`src/design/u8v_pkg.sv`:
```
`default_nettype none

package u8v_pkg;

   localparam int QUEUE_DEPTH_DEFAULT  = 4;
   localparam int RESULT_DEPTH_DEFAULT = 2;

   localparam logic [20:0] MAX_SCALAR     = 21'h10ffff;
   localparam logic [20:0] SURROGATE_LO   = 21'h00d800;
   localparam logic [20:0] SURROGATE_HI   = 21'h00dfff;
   localparam logic [20:0] MIN_TWO_BYTE   = 21'h000080;
   localparam logic [20:0] MIN_THREE_BYTE = 21'h000800;
   localparam logic [20:0] MIN_FOUR_BYTE  = 21'h010000;

   typedef enum logic [2:0] {
      CLS_ASCII = 3'd0,
      CLS_LEAD2 = 3'd1,
      CLS_LEAD3 = 3'd2,
      CLS_LEAD4 = 3'd3,
      CLS_CONT  = 3'd4,
      CLS_BAD   = 3'd5
   } byte_class_type;

   typedef enum logic [2:0] {
      STATUS_SCALAR   = 3'd0,
      STATUS_BAD_LEAD = 3'd1,
      STATUS_BAD_CONT = 3'd2,
      STATUS_OVERLONG = 3'd3,
      STATUS_RANGE    = 3'd4,
      STATUS_TRUNC    = 3'd5,
      STATUS_DONE     = 3'd6
   } status_type;

   typedef struct packed {
      byte_class_type cls;
      logic [6:0]     bits;
      logic           last;
   } item_type;

   typedef struct packed {
      logic [20:0] code_point;
      logic [2:0]  seq_width;
      status_type  status;
      logic        buffer_done;
      logic        buffer_valid;
   } result_type;

endpackage

`default_nettype wire

```
`src/design/u8v_fifo.sv`:
```
`default_nettype none

module u8v_fifo #(
   parameter int WIDTH = 8,
   parameter int DEPTH = 2
) (
   input  wire logic             clock,
   input  wire logic             reset,
   input  wire logic             push,
   input  wire logic [WIDTH-1:0] wr_data,
   output logic                  full,
   input  wire logic             pop,
   output logic      [WIDTH-1:0] rd_data,
   output logic                  empty
);

   localparam int PTR_W = (DEPTH > 1) ? $clog2(DEPTH) : 1;
   localparam int CNT_W = $clog2(DEPTH + 1);

   logic [WIDTH-1:0] mem_ff [DEPTH];
   logic [PTR_W-1:0] wr_ptr_ff, wr_ptr_in;
   logic [PTR_W-1:0] rd_ptr_ff, rd_ptr_in;
   logic [CNT_W-1:0] count_ff, count_in;
   logic             do_push, do_pop;

   assign full    = (count_ff == CNT_W'(DEPTH));
   assign empty   = (count_ff == '0);
   assign do_push = push && !full;
   assign do_pop  = pop && !empty;
   assign rd_data = mem_ff[rd_ptr_ff];

   always_comb begin
      wr_ptr_in = wr_ptr_ff;
      rd_ptr_in = rd_ptr_ff;
      count_in  = count_ff;
      if (do_push) begin
         wr_ptr_in = (wr_ptr_ff == PTR_W'(DEPTH - 1)) ? '0 : wr_ptr_ff + 1'b1;
      end
      if (do_pop) begin
         rd_ptr_in = (rd_ptr_ff == PTR_W'(DEPTH - 1)) ? '0 : rd_ptr_ff + 1'b1;
      end
      if (do_push && !do_pop) begin
         count_in = count_ff + 1'b1;
      end else if (do_pop && !do_push) begin
         count_in = count_ff - 1'b1;
      end
   end

   always_ff @(posedge clock) begin
      if (reset) begin
         wr_ptr_ff <= '0;
         rd_ptr_ff <= '0;
         count_ff  <= '0;
      end else begin
         wr_ptr_ff <= wr_ptr_in;
         rd_ptr_ff <= rd_ptr_in;
         count_ff  <= count_in;
      end
   end

   always_ff @(posedge clock) begin
      if (do_push) begin
         mem_ff[wr_ptr_ff] <= wr_data;
      end
   end

endmodule

`default_nettype wire

```
`src/design/u8v_front.sv`:
```
`default_nettype none

module u8v_front import u8v_pkg::*; (
   input  wire logic       req_push,
   output logic            req_full,
   input  wire logic [7:0] req_byte_in,
   input  wire logic       req_last_of_buffer,
   output logic            q_push,
   output item_type        q_item,
   input  wire logic       q_full
);

   assign req_full = q_full;
   assign q_push   = req_push;

   // byte class and the payload bits it carries
   always_comb begin
      q_item.last = req_last_of_buffer;
      q_item.cls  = CLS_BAD;
      q_item.bits = '0;
      if (req_byte_in[7] == 1'b0) begin
         q_item.cls  = CLS_ASCII;
         q_item.bits = req_byte_in[6:0];
      end else if (req_byte_in[7:6] == 2'b10) begin
         q_item.cls  = CLS_CONT;
         q_item.bits = {1'b0, req_byte_in[5:0]};
      end else if (req_byte_in inside {[8'hc2:8'hdf]}) begin
         q_item.cls  = CLS_LEAD2;
         q_item.bits = {2'b0, req_byte_in[4:0]};
      end else if (req_byte_in inside {[8'he0:8'hef]}) begin
         q_item.cls  = CLS_LEAD3;
         q_item.bits = {3'b0, req_byte_in[3:0]};
      end else if (req_byte_in inside {[8'hf0:8'hf4]}) begin
         q_item.cls  = CLS_LEAD4;
         q_item.bits = {4'b0, req_byte_in[2:0]};
      end
   end

endmodule

`default_nettype wire

```
`src/design/u8v_back.sv`:
```
`default_nettype none

module u8v_back import u8v_pkg::*; #(
   parameter int RESULT_DEPTH = RESULT_DEPTH_DEFAULT
) (
   input  wire logic     clock,
   input  wire logic     reset,
   input  wire item_type q_item,
   input  wire logic     q_empty,
   output logic          q_pop,
   output result_type    rsp_result,
   output logic          rsp_empty,
   input  wire logic     rsp_pop
);

   logic [1:0]  bytes_left_ff, bytes_left_in;
   logic [2:0]  seq_len_ff, seq_len_in;
   logic [20:0] accum_ff, accum_in;
   logic        error_seen_ff, error_seen_in;

   logic        res_full;
   logic        take;
   logic        has_res;
   result_type  res;
   logic [20:0] acc_next;
   logic [1:0]  left_next;
   logic [20:0] min_scalar;
   logic [$bits(result_type)-1:0] res_bits_out;

   assign take  = !q_empty && !res_full;
   assign q_pop = take;

   assign acc_next  = {accum_ff[14:0], q_item.bits[5:0]};
   assign left_next = bytes_left_ff - 2'd1;

   always_comb begin
      case (seq_len_ff)
         3'd4:    min_scalar = MIN_FOUR_BYTE;
         3'd3:    min_scalar = MIN_THREE_BYTE;
         default: min_scalar = MIN_TWO_BYTE;
      endcase
   end

   always_comb begin
      bytes_left_in  = bytes_left_ff;
      seq_len_in     = seq_len_ff;
      accum_in       = accum_ff;
      error_seen_in  = error_seen_ff;
      has_res        = 1'b0;
      res.code_point = '0;
      res.seq_width  = '0;
      res.status     = STATUS_SCALAR;

      if (error_seen_ff) begin
         if (q_item.last) begin
            has_res    = 1'b1;
            res.status = STATUS_DONE;
         end
      end else if (bytes_left_ff == 2'd0) begin
         case (q_item.cls)
            CLS_ASCII: begin
               has_res        = 1'b1;
               res.code_point = {14'b0, q_item.bits};
               res.seq_width  = 3'd1;
            end
            CLS_LEAD2, CLS_LEAD3, CLS_LEAD4: begin
               if (q_item.cls == CLS_LEAD2) begin
                  seq_len_in    = 3'd2;
                  bytes_left_in = 2'd1;
               end else if (q_item.cls == CLS_LEAD3) begin
                  seq_len_in    = 3'd3;
                  bytes_left_in = 2'd2;
               end else begin
                  seq_len_in    = 3'd4;
                  bytes_left_in = 2'd3;
               end
               accum_in = {14'b0, q_item.bits};
               if (q_item.last) begin
                  has_res    = 1'b1;
                  res.status = STATUS_TRUNC;
               end
            end
            default: begin
               has_res    = 1'b1;
               res.status = STATUS_BAD_LEAD;
            end
         endcase
      end else if (q_item.cls != CLS_CONT) begin
         has_res    = 1'b1;
         res.status = STATUS_BAD_CONT;
      end else begin
         accum_in      = acc_next;
         bytes_left_in = left_next;
         if (left_next == 2'd0) begin
            has_res = 1'b1;
            if (acc_next < min_scalar) begin
               res.status = STATUS_OVERLONG;
            end else if (acc_next > MAX_SCALAR ||
                         (acc_next >= SURROGATE_LO && acc_next <= SURROGATE_HI)) begin
               res.status = STATUS_RANGE;
            end else begin
               res.code_point = acc_next;
               res.seq_width  = seq_len_ff;
               accum_in       = '0;
               seq_len_in     = '0;
            end
         end else if (q_item.last) begin
            has_res    = 1'b1;
            res.status = STATUS_TRUNC;
         end
      end

      // any error ends the sequence and mutes the rest of the buffer
      if (has_res && res.status != STATUS_SCALAR) begin
         error_seen_in = 1'b1;
         bytes_left_in = '0;
      end

      res.buffer_done  = has_res && q_item.last;
      res.buffer_valid = has_res && q_item.last && res.status == STATUS_SCALAR;

      if (has_res && q_item.last) begin
         bytes_left_in = '0;
         seq_len_in    = '0;
         accum_in      = '0;
         error_seen_in = 1'b0;
      end
   end

   always_ff @(posedge clock) begin
      if (reset) begin
         bytes_left_ff <= '0;
         seq_len_ff    <= '0;
         accum_ff      <= '0;
         error_seen_ff <= 1'b0;
      end else if (take) begin
         bytes_left_ff <= bytes_left_in;
         seq_len_ff    <= seq_len_in;
         accum_ff      <= accum_in;
         error_seen_ff <= error_seen_in;
      end
   end

   u8v_fifo #(
      .WIDTH ($bits(result_type)),
      .DEPTH (RESULT_DEPTH)
   ) u_result_q (
      .clock   (clock),
      .reset   (reset),
      .push    (take && has_res),
      .wr_data (res),
      .full    (res_full),
      .pop     (rsp_pop),
      .rd_data (res_bits_out),
      .empty   (rsp_empty)
   );

   assign rsp_result = result_type'(res_bits_out);

endmodule

`default_nettype wire

```
`src/design/utf8_stream_validator_decoder_core.sv`:
```
// UTF-8 validator and decoder. Each pushed word is one byte of a buffer,
// with req_last_of_buffer marking the final byte. Every decoded scalar and
// the first error of a buffer appear as one result word; bytes after an
// error give nothing until the last byte, whose result closes the buffer
// with buffer_done set and buffer_valid telling whether the whole buffer
// was well formed. One byte is accepted every cycle while the queues have
// room, and each result passes through the byte queue and then the result
// queue, written by the combinational decode step. The decode state loop
// (bytes still expected, scalar bits gathered so far) updates once per
// byte and sets that rate.
`default_nettype none

module utf8_stream_validator_decoder_core import u8v_pkg::*; #(
   parameter int QUEUE_DEPTH  = QUEUE_DEPTH_DEFAULT,
   parameter int RESULT_DEPTH = RESULT_DEPTH_DEFAULT
) (
   input  wire logic        clock,
   input  wire logic        reset,
   input  wire logic        push,
   output logic             full,
   input  wire logic [7:0]  req_byte_in,
   input  wire logic        req_last_of_buffer,
   output logic             empty,
   input  wire logic        pop,
   output logic      [20:0] rsp_code_point,
   output logic      [2:0]  rsp_seq_width,
   output logic      [2:0]  rsp_status,
   output logic             rsp_buffer_done,
   output logic             rsp_buffer_valid
);

   logic       q_push, q_full, q_empty, q_pop;
   item_type   q_wr_item, q_rd_item;
   logic [$bits(item_type)-1:0] q_rd_bits;
   result_type result;

   u8v_front u_front (
      .req_push           (push),
      .req_full           (full),
      .req_byte_in        (req_byte_in),
      .req_last_of_buffer (req_last_of_buffer),
      .q_push             (q_push),
      .q_item             (q_wr_item),
      .q_full             (q_full)
   );

   u8v_fifo #(
      .WIDTH ($bits(item_type)),
      .DEPTH (QUEUE_DEPTH)
   ) u_byte_q (
      .clock   (clock),
      .reset   (reset),
      .push    (q_push),
      .wr_data (q_wr_item),
      .full    (q_full),
      .pop     (q_pop),
      .rd_data (q_rd_bits),
      .empty   (q_empty)
   );

   assign q_rd_item = item_type'(q_rd_bits);

   u8v_back #(
      .RESULT_DEPTH (RESULT_DEPTH)
   ) u_back (
      .clock      (clock),
      .reset      (reset),
      .q_item     (q_rd_item),
      .q_empty    (q_empty),
      .q_pop      (q_pop),
      .rsp_result (result),
      .rsp_empty  (empty),
      .rsp_pop    (pop)
   );

   assign rsp_code_point   = result.code_point;
   assign rsp_seq_width    = result.seq_width;
   assign rsp_status       = result.status;
   assign rsp_buffer_done  = result.buffer_done;
   assign rsp_buffer_valid = result.buffer_valid;

endmodule

`default_nettype wire

```
`config.mk`:
```
export PLATFORM = sky130hd
export DESIGN_NAME = utf8_stream_validator_decoder_core
export DESIGN_NICKNAME = d
export VERILOG_FILES = /design/src/design/u8v_pkg.sv /design/src/design/u8v_fifo.sv /design/src/design/u8v_front.sv /design/src/design/u8v_back.sv /design/src/design/utf8_stream_validator_decoder_core.sv
export SDC_FILE = /design/constraint.sdc
export NUM_CORES = 1
export LEC_CHECK = 0
export ABC_AREA = 1
export BUFFER_PORTS_ARGS = -buffer_cell sky130_fd_sc_hd__buf_2
export CAP_MARGIN = 20
export CORE_ASPECT_RATIO = 1.5
export CORE_UTILIZATION = 55
export DETAILED_ROUTE_END_ITERATION = 8
export HOLD_SLACK_MARGIN = 0.12
export PLACE_DENSITY = 0.84
export SLEW_MARGIN = 20
export SYNTH_ARGS = -nofsm -noshare
export SYNTH_HDL_FRONTEND = slang
export SYNTH_SLANG_ARGS = --single-unit
export TNS_END_PERCENT = 10
```
`constraint.sdc`:
```
create_clock -name clock -period 8.35 [get_ports clock]
set_input_delay 1.67 -clock clock [delete_from_list [all_inputs] [get_ports clock]]
set_output_delay 1.67 -clock clock [all_outputs]
set_load 0.05 [all_outputs]
```
==> qor.log, run 1 <==
INFO  final_layout   layout.cells.most_common=sky130_fd_sc_hd__edfxtp_1
INFO  timing         finalClockSkew=0.00767ns
INFO  floorplan      initial_utilization=56.6%
INFO  grt            largest_net_degree_at_the_start_of_global_routing=30
INFO  timing         worst_pin_slew=1.10ns
INFO  power          vdd.ir_drop.worst=0.186mV
INFO  timing         report.final.slew_viol_count=0
INFO  critical_path  critPathMaxFanout=24
INFO  grt            antenna_violations_before_repair=0
INFO  final_layout   syn_to_final_growth=15.3%
INFO  synthesis      post_synthesis_net_count=570
INFO  timing         setup_total_negative_slack=0ns
INFO  drt            routed_wire_length_per_instance=16.1µm
INFO  synthesis      netlist_instances=547
INFO  power          leakage=2.68nW
INFO  grt            grt.total_usage=22.5%
INFO  placed_design  gp_congestion=0.916
INFO  timing         fmaxAchievable=0.286GHz
INFO  clock_network  path_clk_slew=0.06ns
INFO  outcome        run_status=completed
INFO  clock_network  post_cts.resized_instances=0
INFO  clock_network  clk_root_buffer_cell=sky130_fd_sc_hd__clkbuf_16
INFO  synthesis      synthesized_area_per_cell=11.0µm²
INFO  clock_network  numCtsBuffers=17
INFO  clock_network  cts_hold_buf=0
INFO  timing         min_period_over_period=41.9%
INFO  final_layout   layout.cells.most_common_list=102 x sky130_fd_sc_hd__edfxtp_1, 82 x sky130_fd_sc_hd__nand2_1, 57 x sky130_fd_sc_hd__nor2_1
INFO  final_layout   antenna_cells=0
INFO  final_layout   design.final.nets=616
INFO  drt            drc=0
INFO  critical_path  criticalPathCategory=reg2reg
INFO  synthesis      yosysWarnings=0
INFO  synthesis      yosys-top-cells-area=sky130_fd_sc_hd__edfxtp_1 51%, sky130_fd_sc_hd__dfxtp_1 12%, sky130_fd_sc_hd__mux2_2 5.4%
INFO  drt            routed_via_density=5.64
INFO  floorplan      die-height=130µm
INFO  clock_network  max-clock-path-buffers=2
INFO  floorplan      fp.dieW=87.2µm
INFO  grt            globalRouteOverflowTotal=0
INFO  drt            drtAntennaViolNets=0
INFO  clock_network  post-cts-setup-buffers=0
INFO  timing         max_slew_margin=26.4%
INFO  drt            routed_wl=12100µm
INFO  synthesis      yosysTopAreaCellShare=51.1%
INFO  drt            first_iter_violations=374
INFO  floorplan      core_area=10600µm²
INFO  floorplan      placement_rows=46
INFO  placed_design  hpwl=7910µm
INFO  flow_run       max_cap_viol_count=0
INFO  clock_network  clock_insertion_delay_worst_skew=0.42ns
INFO  grt            first_pass_grt_wire_length=19000µm
INFO  critical_path  end_kind=register
INFO  placed_design  place.port_buffers=43
INFO  critical_path  start_kind=register
INFO  clock_network  tritoncts=done
INFO  critical_path  cp.required=8.65ns
INFO  timing         final.min_clock_period=3.50ns
INFO  synthesis      synth_sequential_area_ratio=62.8%
INFO  timing         timing.final.hold_violations=0
INFO  clock_network  cts_htree_levels=4
INFO  critical_path  cp.arrival=3.80ns
INFO  synthesis      synthesis.area=5990µm²
INFO  synthesis      yosys_register_bits=137
INFO  worst_hold_path hold_path.class=reg2reg
INFO  timing         rsz0062_at_grt=no
INFO  grt            number_of_global_route_vias_before_repair=4088
INFO  final_layout   ratio_of_cells_with_drive_above_1_in_the_final_layout=21.1%
INFO  timing         setup_viol=0
INFO  drt            detailedRoute.firstPassIterationCount=5
INFO  synthesis      post_synth_num_cell_types=39
INFO  synthesis      post-synth-top-area-cell=sky130_fd_sc_hd__edfxtp_1
INFO  floorplan      io_pins=44
INFO  clock_network  cts_num_sinks=137
INFO  final_layout   final_util=65.3%
INFO  power          power_density=447nW/µm²
INFO  drt            dr_total_vias=4231
INFO  floorplan      floorplan.die_area=11300µm²
-- cell type report --
class	instances	area [µm²]
clock buffer	19	443
inverter	61	229
tap	144	180
sequential	137	3760
timing repair buffer	45	230
fill	776	3680
multi-input combinational	331	1910
clock inverter	13	153
-- routing by layer --
layer  up-vias  GRT usage (%)  wire length, µm
met2       167           41.6             6470
met3        47           6.58              668
met5         -              0                0
met4         0           12.7              506
li1       2006              -                -
met1      2011           22.1             4420
-- logic make-up (layout without fill, tap and decap cells) --
| kind of cell | count (synthesis) | count (layout) | synth area share (%) |
|---|---|---|---|
| mux | 29 | 29 | 5.45 |
| flops | 137 | 137 | 62.8 |
| compound gates | 94 | 94 | 9.94 |
| fa+ha+maj | 10 | 10 | 2.21 |
| simple gates | 197 | 197 | 14.1 |
| xor+xnor | 1 | 1 | 0.146 |
| buf+inv | 79 | 138 | 5.41 |
-- power breakdown --
| part | leakage, nW | switching, mW | total (mW) | internal, mW |
|---|---|---|---|---|
| Sequential | 1.25 | 0.107 | 1.08 | 0.971 |
| Clock | 0.285 | 0.272 | 0.746 | 0.473 |
| Combinational | 1.15 | 0.920 | 1.27 | 0.347 |
| Total | 2.68 | 1.30 | 3.09 | 1.79 |
-- cells in the mapped netlist --
| library cell | n |
|---|---|
| sky130_fd_sc_hd__a211oi_1 | 3 |
| sky130_fd_sc_hd__a211oi_2 | 9 |
| sky130_fd_sc_hd__a21oi_1 | 34 |
| sky130_fd_sc_hd__a21oi_2 | 1 |
| sky130_fd_sc_hd__a31oi_1 | 9 |
| sky130_fd_sc_hd__a32oi_1 | 5 |
| sky130_fd_sc_hd__and2_1 | 1 |
| sky130_fd_sc_hd__buf_1 | 2 |
| sky130_fd_sc_hd__buf_2 | 4 |
| sky130_fd_sc_hd__buf_6 | 3 |
| sky130_fd_sc_hd__clkbuf_1 | 9 |
| sky130_fd_sc_hd__clkinv_1 | 2 |
| sky130_fd_sc_hd__dfxtp_1 | 35 |
| sky130_fd_sc_hd__edfxtp_1 | 102 |
| sky130_fd_sc_hd__fa_1 | 1 |
| sky130_fd_sc_hd__ha_1 | 9 |
| sky130_fd_sc_hd__inv_1 | 55 |
| sky130_fd_sc_hd__inv_2 | 4 |
| sky130_fd_sc_hd__mux2_2 | 29 |
| sky130_fd_sc_hd__nand2_1 | 82 |
| sky130_fd_sc_hd__nand2_2 | 3 |
| sky130_fd_sc_hd__nand3_1 | 23 |
| sky130_fd_sc_hd__nand3_2 | 1 |
| sky130_fd_sc_hd__nand4_1 | 3 |
| sky130_fd_sc_hd__nor2_1 | 59 |
| sky130_fd_sc_hd__nor2_2 | 1 |
| sky130_fd_sc_hd__nor2_4 | 1 |
| sky130_fd_sc_hd__nor3_1 | 18 |
| sky130_fd_sc_hd__nor3_2 | 1 |
| sky130_fd_sc_hd__nor3b_1 | 1 |
| sky130_fd_sc_hd__nor4_1 | 2 |
| sky130_fd_sc_hd__o211a_1 | 1 |
| sky130_fd_sc_hd__o211ai_1 | 1 |
| sky130_fd_sc_hd__o211ai_2 | 1 |
| sky130_fd_sc_hd__o21ai_0 | 27 |
| sky130_fd_sc_hd__o21ai_1 | 2 |
| sky130_fd_sc_hd__o22ai_1 | 1 |
| sky130_fd_sc_hd__or2_2 | 1 |
| sky130_fd_sc_hd__xor2_1 | 1 |
-- per-stage QoR --
stage	cell area, µm²	hold slack, ns	std cells	worst slack, ns	total power [mW]
5_1_grt	6910	0.502	750	4.54	3.25
2_1_floorplan	5990	0.448	547	5.18	2.07
3_5_place_dp	6310	0.468	718	4.87	2.33
3_3_place_gp	6310	0.460	718	5.00	2.27
6_report	6910	0.468	750	4.85	3.09
4_1_cts	6910	0.479	750	4.40	3.09
-- flip-flops by register name (all words and copies together), names as in the netlist, named ones only --
| signal | cells |
|---|---|
| u_byte_q.mem_ff | 44 |
| u_back.accum_ff | 15 |
| u_back.u_result_q.mem_ff | 58 |
| u_back.bytes_left_ff | 2 |
| u_back.error_seen_ff | 1 |
| u_back.seq_len_ff | 3 |
| u_byte_q.wr_ptr_ff | 2 |
| u_back.u_result_q.rd_ptr_ff | 1 |
| u_back.u_result_q.wr_ptr_ff | 1 |
| u_back.u_result_q.count_ff | 2 |
| u_byte_q.rd_ptr_ff | 2 |
| u_byte_q.count_ff | 3 |
-- final timing paths --
path | start | to | slack [ns] | cells past startpoint
worst max register to register | register | u_back.u_result_q.count_ff[1] | 4.85 | 12
worst max-delay path | register | u_back.u_result_q.count_ff[1] | 4.85 | 12
worst min-delay path | u_back.u_result_q.rd_ptr_ff | register | 0.47 | 2
worst min register to register | u_back.u_result_q.rd_ptr_ff | register | 0.47 | 2
-- worst max-delay path, cell delays in order, from the launching register on --
cell,delay (ns)
sky130_fd_sc_hd__dfxtp_1,0.84
sky130_fd_sc_hd__inv_2,0.36
sky130_fd_sc_hd__nand2_1,0.14
sky130_fd_sc_hd__nand3_1,0.07
sky130_fd_sc_hd__nand2_1,0.36
sky130_fd_sc_hd__clkinv_1,0.39
sky130_fd_sc_hd__o211ai_1,0.27
sky130_fd_sc_hd__a21oi_1,0.14
sky130_fd_sc_hd__ha_1,0.34
sky130_fd_sc_hd__a21oi_1,0.12
sky130_fd_sc_hd__o21ai_0,0.12
sky130_fd_sc_hd__o21ai_0,0.16
sky130_fd_sc_hd__a21oi_1,0.06
(Power assumes the default switching activity.)
==> run 2, diff against run 1 <==
==> constraint.sdc (replaced) <==
create_clock -name clock -period 3.5 [get_ports clock]
set_input_delay 0.7 -clock clock [delete_from_list [all_inputs] [get_ports clock]]
set_output_delay 0.7 -clock clock [all_outputs]
set_load 0.05 [all_outputs]
==> run 2 against run 1 <==
  * Combinational power grew 140%
  * Cell count grew 0.80%
  * Worst hold slack gained 0.0070 ns
  * Clock skew is essentially flat
  * Die area is the same
  * Register-to-register slack lost 4.5 ns
==> qor.log, run 2 (same netlist as run 1, synthesis figures left out) <==
INFO  critical_path  worstRegToRegCells=12 [unchanged]
INFO  clock_network  numCtsBuffers=17 [unchanged]
INFO  final_layout   final.fill_count=787 [+1.4%]
INFO  clock_network  cts_hold_buf=0 [unchanged]
INFO  clock_network  tritoncts=done
INFO  final_layout   max_flop_register=u_back.u_result_q.mem_ff
INFO  grt            largest_net_degree_at_the_start_of_global_routing=30 [unchanged]
INFO  timing         max_slew_margin=32.9% [+6.5 points]
INFO  floorplan      floorplan.die_area=11300µm² [unchanged]
INFO  final_layout   design.final.nets=622 [+0.97%]
INFO  floorplan      io_pins=44 [unchanged]
INFO  timing         finalClockSkew=0.00731ns [-0.000357 ns]
INFO  drt            dr_total_vias=4243 [+0.28%]
INFO  drt            detailedRoute.firstPassIterationCount=5 [unchanged]
INFO  placed_design  place.port_buffers=43 [unchanged]
INFO  final_layout   sequential_cell_area=3760µm² [about the same]
INFO  power          power_density=1050nW/µm² [+140%]
INFO  final_layout   layout.cells.most_common_list=102 x sky130_fd_sc_hd__edfxtp_1, 82 x sky130_fd_sc_hd__nand2_1, 57 x sky130_fd_sc_hd__nor2_1
INFO  timing         report.final.slew_viol_count=0 [unchanged]
INFO  power          vdd.ir_drop.worst=0.448mV [+140%]
INFO  outcome        run_status=completed
INFO  final_layout   syn_to_final_growth=15.7%
INFO  power          leakage=2.70nW [+0.61%]
INFO  floorplan      fp.dieW=87.2µm [unchanged]
INFO  critical_path  cp.arrival=3.43ns [-0.37 ns]
INFO  timing         timing.final.hold_violations=0 [unchanged]
INFO  timing         min_period_over_period=89.1% [+47 points]
INFO  critical_path  cp.required=3.81ns [-4.84 ns]
INFO  floorplan      die-height=130µm [unchanged]
INFO  drt            routed_wire_length_per_instance=15.7µm [-2.3%]
INFO  clock_network  clock_insertion_delay_worst_skew=0.42ns [about the same]
INFO  timing         rsz0062_at_grt=no
INFO  grt            grt.total_usage=22.4% [-0.093 points]
INFO  grt            number_of_global_route_vias_before_repair=4088 [unchanged]
INFO  drt            routed_via_density=5.61 [-0.51%]
INFO  final_layout   final_util=65.5% [+0.24 points]
INFO  final_layout   largest_register_ffs=58 [unchanged]
INFO  final_layout   multiInputGateArea=1910µm² [unchanged]
INFO  final_layout   antenna_cells=0 [unchanged]
INFO  clock_network  max-clock-path-buffers=2 [unchanged]
INFO  placed_design  numPlacedInstances=724 [+0.84%]
INFO  critical_path  criticalPathCategory=reg2reg
INFO  clock_network  post_cts.resized_instances=0 [unchanged]
INFO  critical_path  end_kind=register
INFO  grt            antenna_violations_before_repair=0 [unchanged]
INFO  timing         final.min_clock_period=3.12ns [-0.376 ns]
INFO  final_layout   layout.cells.most_common=sky130_fd_sc_hd__edfxtp_1
INFO  power          fin_total_pwr=7.32mW [+140%]
INFO  critical_path  critPathMaxFanout=23 [-4.2%]
INFO  placed_design  gp_congestion=0.903 [-1.5%]
INFO  final_layout   ratio_of_cells_with_drive_above_1_in_the_final_layout=22.1% [+0.94 points]
INFO  drt            drtAntennaViolNets=0 [unchanged]
INFO  grt            globalRouteOverflowTotal=0 [unchanged]
INFO  clock_network  cts_num_sinks=137 [unchanged]
INFO  floorplan      placement_rows=46 [unchanged]
INFO  timing         setup_total_negative_slack=0ns [unchanged]
INFO  final_layout   final_cell_area=6940µm² [+0.36%]
INFO  final_layout   final_cells=756 [+0.80%]
INFO  drt            routed_wl=11900µm [-1.6%]
INFO  floorplan      initial_utilization=56.6% [unchanged]
INFO  clock_network  clk_root_buffer_cell=sky130_fd_sc_hd__clkbuf_16
INFO  clock_network  cts_htree_levels=4 [unchanged]
INFO  clock_network  post-cts-setup-buffers=0 [unchanged]
INFO  worst_hold_path hold_path_depth=2 [unchanged]
INFO  clock_network  path_clk_slew=0.06ns [about the same]
INFO  drt            first_iter_violations=300 [-20%]
INFO  timing         setup_viol=0 [unchanged]
INFO  worst_hold_path hold_path.class=reg2reg
INFO  grt            first_pass_grt_wire_length=18700µm [-1.4%]
INFO  drt            drc=0 [unchanged]
INFO  timing         fmaxAchievable=0.321GHz [+12%]
INFO  critical_path  start_kind=register
INFO  timing         worst_pin_slew=1.00ns [-0.0970 ns]
INFO  flow_run       max_cap_viol_count=0 [unchanged]
INFO  floorplan      core_area=10600µm² [unchanged]
INFO  placed_design  postPlaceCellArea=6360µm² [+0.71%]
INFO  placed_design  hpwl=8280µm [+4.8%]
INFO  final_layout   reg.largest.list=u_back.u_result_q.mem_ff: 58 flops, u_byte_q.mem_ff: 44 flops, u_back.accum_ff: 15 flops
==> run 2: changes by cell type in the layout (fill, tap and decap cells not counted), sizes merged <==
| cell | previous run | this run |
|---|---|---|
| buf | 45 | 51 |
| bufinv | 3 | 2 |
| clkbuf | 19 | 18 |
| clkinv | 10 | 7 |
| clkinvlp | 2 | 4 |
| inv | 59 | 62 |
==> run 2: final timing paths <==
kind | start | endpoint | slack (ns)
setup / recovery | register | u_back.u_result_q.count_ff[1] | 0.38
hold / removal | u_back.u_result_q.rd_ptr_ff | u_back.u_result_q.rd_ptr_ff | 0.47
setup reg to reg | register | u_back.u_result_q.count_ff[1] | 0.38
hold reg to reg | u_back.u_result_q.rd_ptr_ff | u_back.u_result_q.rd_ptr_ff | 0.47
==> run 2: metal layers <==
layer,part of all wire [%],global-route usage (%)
met4,4.9,16.4
met5,0,0
met2,54,40.6
met3,5.1,4.93
met1,36,22.3
==> run 2: metrics by stage <==
stage                     worst slack [ns]  hold WS [ns]
after floorplan                      0.444         0.448
after global routing               0.00593         0.502
after global placement               0.646         0.460
after detailed placement             0.448         0.471
after CTS                            0.464         0.477
final                                0.380         0.475
==> run 2: report_power, final <==
part	internal, mW	switching [mW]
clock	1.05	0.668
sequential	2.31	0.195
combinational	0.846	2.25
total	4.21	3.11
==> run 2: area by class of cell <==
class	instances	share of cell area, %
Clock buffer	18	6.19
Clock inverter	14	2.13
Inverter	61	3.30
Multi-Input combinational cell	331	27.5
Sequential cell	137	54.3
Tap cell	144	2.60
Timing Repair Buffer	51	3.97
==> run 2: worst max-delay path, stage by stage (launching register included) <==
cell                       delay [ns]
sky130_fd_sc_hd__dfxtp_1         0.60
sky130_fd_sc_hd__inv_2           0.28
sky130_fd_sc_hd__nand2_1         0.11
sky130_fd_sc_hd__nand3_1         0.07
sky130_fd_sc_hd__nand2_1         0.34
sky130_fd_sc_hd__clkinv_1        0.36
sky130_fd_sc_hd__o211ai_1        0.27
sky130_fd_sc_hd__a21oi_1         0.13
sky130_fd_sc_hd__ha_1            0.34
sky130_fd_sc_hd__a21oi_1         0.13
sky130_fd_sc_hd__o21ai_0         0.14
sky130_fd_sc_hd__o21ai_0         0.17
sky130_fd_sc_hd__a21oi_1         0.05
==> run 3, diff against run 2 <==
--- a/config.mk
+++ b/config.mk
@@ -12,6 +12,7 @@
 export CORE_UTILIZATION = 55
 export DETAILED_ROUTE_END_ITERATION = 8
 export HOLD_SLACK_MARGIN = 0.12
+export MAX_ROUTING_LAYER = met4
 export PLACE_DENSITY = 0.84
 export SLEW_MARGIN = 20
 export SYNTH_ARGS = -nofsm -noshare
==> run 3 against run 2 <==
  * Utilization up 0.64 points
  * Worst hold slack worse by 0.0029 ns
  * Sequential cell count unchanged
  * Worst setup slack better by 0.20 ns
  * Die area unchanged
  * Critical path type unchanged
  * Largest power group unchanged
  * Combinational power about the same
  * Critical endpoint unchanged
  * Cell count down 0.13%
  * Sequential power about the same
  * Sequential share of layout area down 0.51 points
==> qor.log, run 3 (same netlist as run 1, synthesis figures left out) <==
INFO  power          p_sw_share=41.6% [-0.85 points]
INFO  timing         finalClockSkew=0.00912ns [+0.00181 ns]
INFO  timing         rsz0062_at_grt=no
INFO  clock_network  tritoncts=done
INFO  drt            routed_via_density=5.62 [about the same]
INFO  clock_network  max-clock-path-buffers=2 [unchanged]
INFO  power          seq_power_share=33.2% [-1.1 points]
INFO  timing         max_slew_margin=33.6% [+0.71 points]
INFO  timing         setup_viol=0 [unchanged]
INFO  clock_network  cts_htree_levels=4 [unchanged]
INFO  floorplan      core_area=10600µm² [unchanged]
INFO  critical_path  timing.critical_path.cells=inv_2 -> nand2_1 -> nand3_1 -> nand2_1 -> clkinv_1 -> o211ai_1 -> a21oi_1 -> ha_1 -> a21oi_1 -> o21ai_0 -> o21ai_0 -> a21oi_1
INFO  final_layout   layout.cells.most_common_list=102 x sky130_fd_sc_hd__edfxtp_1, 82 x sky130_fd_sc_hd__nand2_1, 56 x sky130_fd_sc_hd__nor2_1
INFO  final_layout   reg.largest.list=u_back.u_result_q.mem_ff: 58 flops, u_byte_q.mem_ff: 44 flops, u_back.accum_ff: 15 flops
INFO  power          power.share.clock=25.8% [+2.3 points]
INFO  critical_path  cpMaxStageDelayCell=sky130_fd_sc_hd__dfxtp_2
INFO  critical_path  cp.arrival=3.22ns [-0.21 ns]
INFO  power          vdd.ir_drop.worst=0.500mV [+12%]
INFO  grt            globalRouteOverflowTotal=0 [unchanged]
INFO  timing         min_period_over_period=83.6% [-5.6 points]
INFO  drt            dr_total_vias=4240 [-0.071%]
INFO  timing         timing.hold.ws=0.472ns [-0.00286 ns]
INFO  grt            first_pass_grt_wire_length=20200µm [+8.0%]
INFO  timing         report.final.slew_viol_count=0 [unchanged]
INFO  timing         worst_pin_slew=0.992ns [-0.0107 ns]
INFO  drt            detailedRoute.firstPassIterationCount=5 [unchanged]
INFO  clock_network  clock_insertion_delay_worst_skew=0.42ns [about the same]
INFO  critical_path  cp.required=3.80ns [about the same]
INFO  critical_path  critical_path.n_buffers_inverters=2 [unchanged]
INFO  critical_path  start_kind=register
INFO  final_layout   layout.cells.most_common=sky130_fd_sc_hd__edfxtp_1
INFO  floorplan      floorplan.die_area=11300µm² [unchanged]
INFO  critical_path  criticalPathCategory=reg2reg
INFO  timing         setup_total_negative_slack=0ns [unchanged]
INFO  floorplan      io_pins=44 [unchanged]
INFO  drt            drtAntennaViolNets=0 [unchanged]
INFO  floorplan      initial_utilization=56.6% [unchanged]
INFO  placed_design  hpwl=8560µm [+3.3%]
INFO  worst_hold_path hold_path.class=reg2reg
INFO  final_layout   final.fill_count=776 [-1.4%]
INFO  flow_run       max_cap_viol_count=0 [unchanged]
INFO  final_layout   ratio_of_cells_with_drive_above_1_in_the_final_layout=22.3% [+0.20 points]
INFO  clock_network  path_clk_slew=0.06ns [about the same]
INFO  drt            first_iter_violations=401 [+34%]
INFO  critical_path  cp_common_cell=sky130_fd_sc_hd__a21oi_1
INFO  drt            routed_wire_length_per_instance=16.9µm [+7.8%]
INFO  grt            antenna_violations_before_repair=0 [unchanged]
INFO  final_layout   largest_register_ffs=58 [unchanged]
INFO  power          leakage=2.73nW [+1.4%]
INFO  worst_hold_path worstHoldStart=u_back.u_result_q.rd_ptr_ff
INFO  power          power.net_switching=3.16mW [+1.7%]
INFO  final_layout   design.final.nets=621 [-0.16%]
INFO  placed_design  place.port_buffers=43 [unchanged]
INFO  timing         timing.final.hold_violations=0 [unchanged]
INFO  critical_path  end_kind=register
INFO  grt            grt.total_usage=25.0% [+2.6 points]
INFO  power          combinationalPowerShare=41.0% [-1.3 points]
INFO  critical_path  critPathMaxFanout=23 [unchanged]
INFO  critical_path  worst_path_largest_cell_delay=0.48ns [-0.12 ns]
INFO  floorplan      die-height=130µm [unchanged]
INFO  timing         fmaxAchievable=0.342GHz [+6.7%]
INFO  placed_design  gp_congestion=0.912 [+0.99%]
INFO  floorplan      placement_rows=46 [unchanged]
INFO  clock_network  clk_root_buffer_cell=sky130_fd_sc_hd__clkbuf_16
INFO  final_layout   syn_to_final_growth=16.8%
INFO  grt            largest_net_degree_at_the_start_of_global_routing=30 [unchanged]
INFO  grt            number_of_global_route_vias_before_repair=4235 [+3.6%]
INFO  final_layout   max_flop_register=u_back.u_result_q.mem_ff
INFO  timing         final.min_clock_period=2.92ns [-0.195 ns]
INFO  floorplan      fp.dieW=87.2µm [unchanged]
INFO  drt            drc=0 [unchanged]
INFO  final_layout   antenna_cells=0 [unchanged]
INFO  drt            routed_wl=12800µm [+7.6%]
INFO  clock_network  cts_num_sinks=137 [unchanged]
INFO  critical_path  worst-r2r-setup-slack=0.58ns [+0.20 ns]
INFO  power          power_density=1080nW/µm² [+2.8%]
INFO  critical_path  cpLargestDelayFamily=compound AO/OA/AOI/OAI gates
INFO  outcome        run_status=completed
INFO  clock_network  post-cts-setup-buffers=0 [unchanged]
INFO  clock_network  numCtsBuffers=17 [unchanged]
INFO  power          power_report.internal_total=4.43mW [+5.3%]
[run 3: worst paths after layout]
| kind | end | depth (start not counted) |
|---|---|---|
| worst max-delay path | u_back.u_result_q.count_ff[1] | 12 |
| worst min-delay path | u_back.u_result_q.rd_ptr_ff | 2 |
| worst max register to register | u_back.u_result_q.count_ff[1] | 12 |
| worst min register to register | u_back.u_result_q.rd_ptr_ff | 2 |
[run 3: per-layer routing]
layer  up-vias  global-route usage, %  wire [µm]
li1       2015                      -          -
met1      2022                   23.9       4550
met2       160                   45.1       7100
met3        43                   5.50        569
met4         0                   15.7        563
met5         -                      -          0
[run 3: power by group through the flow]
stage / Sequential [mW] / Combinational [mW] / Clock [mW]
2_1_floorplan: 2.47 / 2.48 / 0
3_3_place_gp: 2.50 / 2.98 / 0
3_5_place_dp: 2.54 / 3.07 / 0
4_1_cts: 2.52 / 3.11 / 1.97
5_1_grt: 2.56 / 3.41 / 2.05
6_report: 2.52 / 3.12 / 1.96
[run 3: worst register-to-register path, cell delays in order, from the launching register on]
cell	delay, ns
sky130_fd_sc_hd__dfxtp_2	0.48
sky130_fd_sc_hd__inv_2	0.22
sky130_fd_sc_hd__nand2_1	0.11
sky130_fd_sc_hd__nand3_1	0.06
sky130_fd_sc_hd__nand2_1	0.33
sky130_fd_sc_hd__clkinv_1	0.34
sky130_fd_sc_hd__o211ai_1	0.26
sky130_fd_sc_hd__a21oi_1	0.15
sky130_fd_sc_hd__ha_1	0.36
sky130_fd_sc_hd__a21oi_1	0.12
sky130_fd_sc_hd__o21ai_0	0.12
sky130_fd_sc_hd__o21ai_0	0.20
sky130_fd_sc_hd__a21oi_1	0.07
[run 3: stage by stage]
stage | cells | setup WS [ns] | total power, mW | instance area [µm²] | utilization, %
detailed placement | 723 | 0.462 | 5.60 | 6350 | 60.0
floorplan | 547 | 0.444 | 4.95 | 5990 | -
global route | 755 | 0.219 | 8.02 | 7000 | 66.1
global placement | 723 | 0.628 | 5.48 | 6350 | 60.0
finish | 755 | 0.576 | 7.59 | 7000 | 66.1
CTS | 755 | 0.419 | 7.59 | 7000 | 66.1
[run 3: cell type report]
class / instances / area (µm²) / area share, %
Timing Repair Buffer: 50 / 268 / 3.82
Sequential cell: 137 / 3760 / 53.8
Tap cell: 144 / 180 / 2.57
Clock inverter: 14 / 219 / 3.13
Inverter: 61 / 229 / 3.27
Clock buffer: 18 / 429 / 6.13
Multi-Input combinational cell: 331 / 1910 / 27.3
[run 3: repair_timing]
| item | 4_1_cts | 5_1_grt |
|---|---|---|
| resized for setup | 0 | 1 |
| endpoints found under the setup margin | 0 | 1 |
| hold buffers | 0 | 0 |
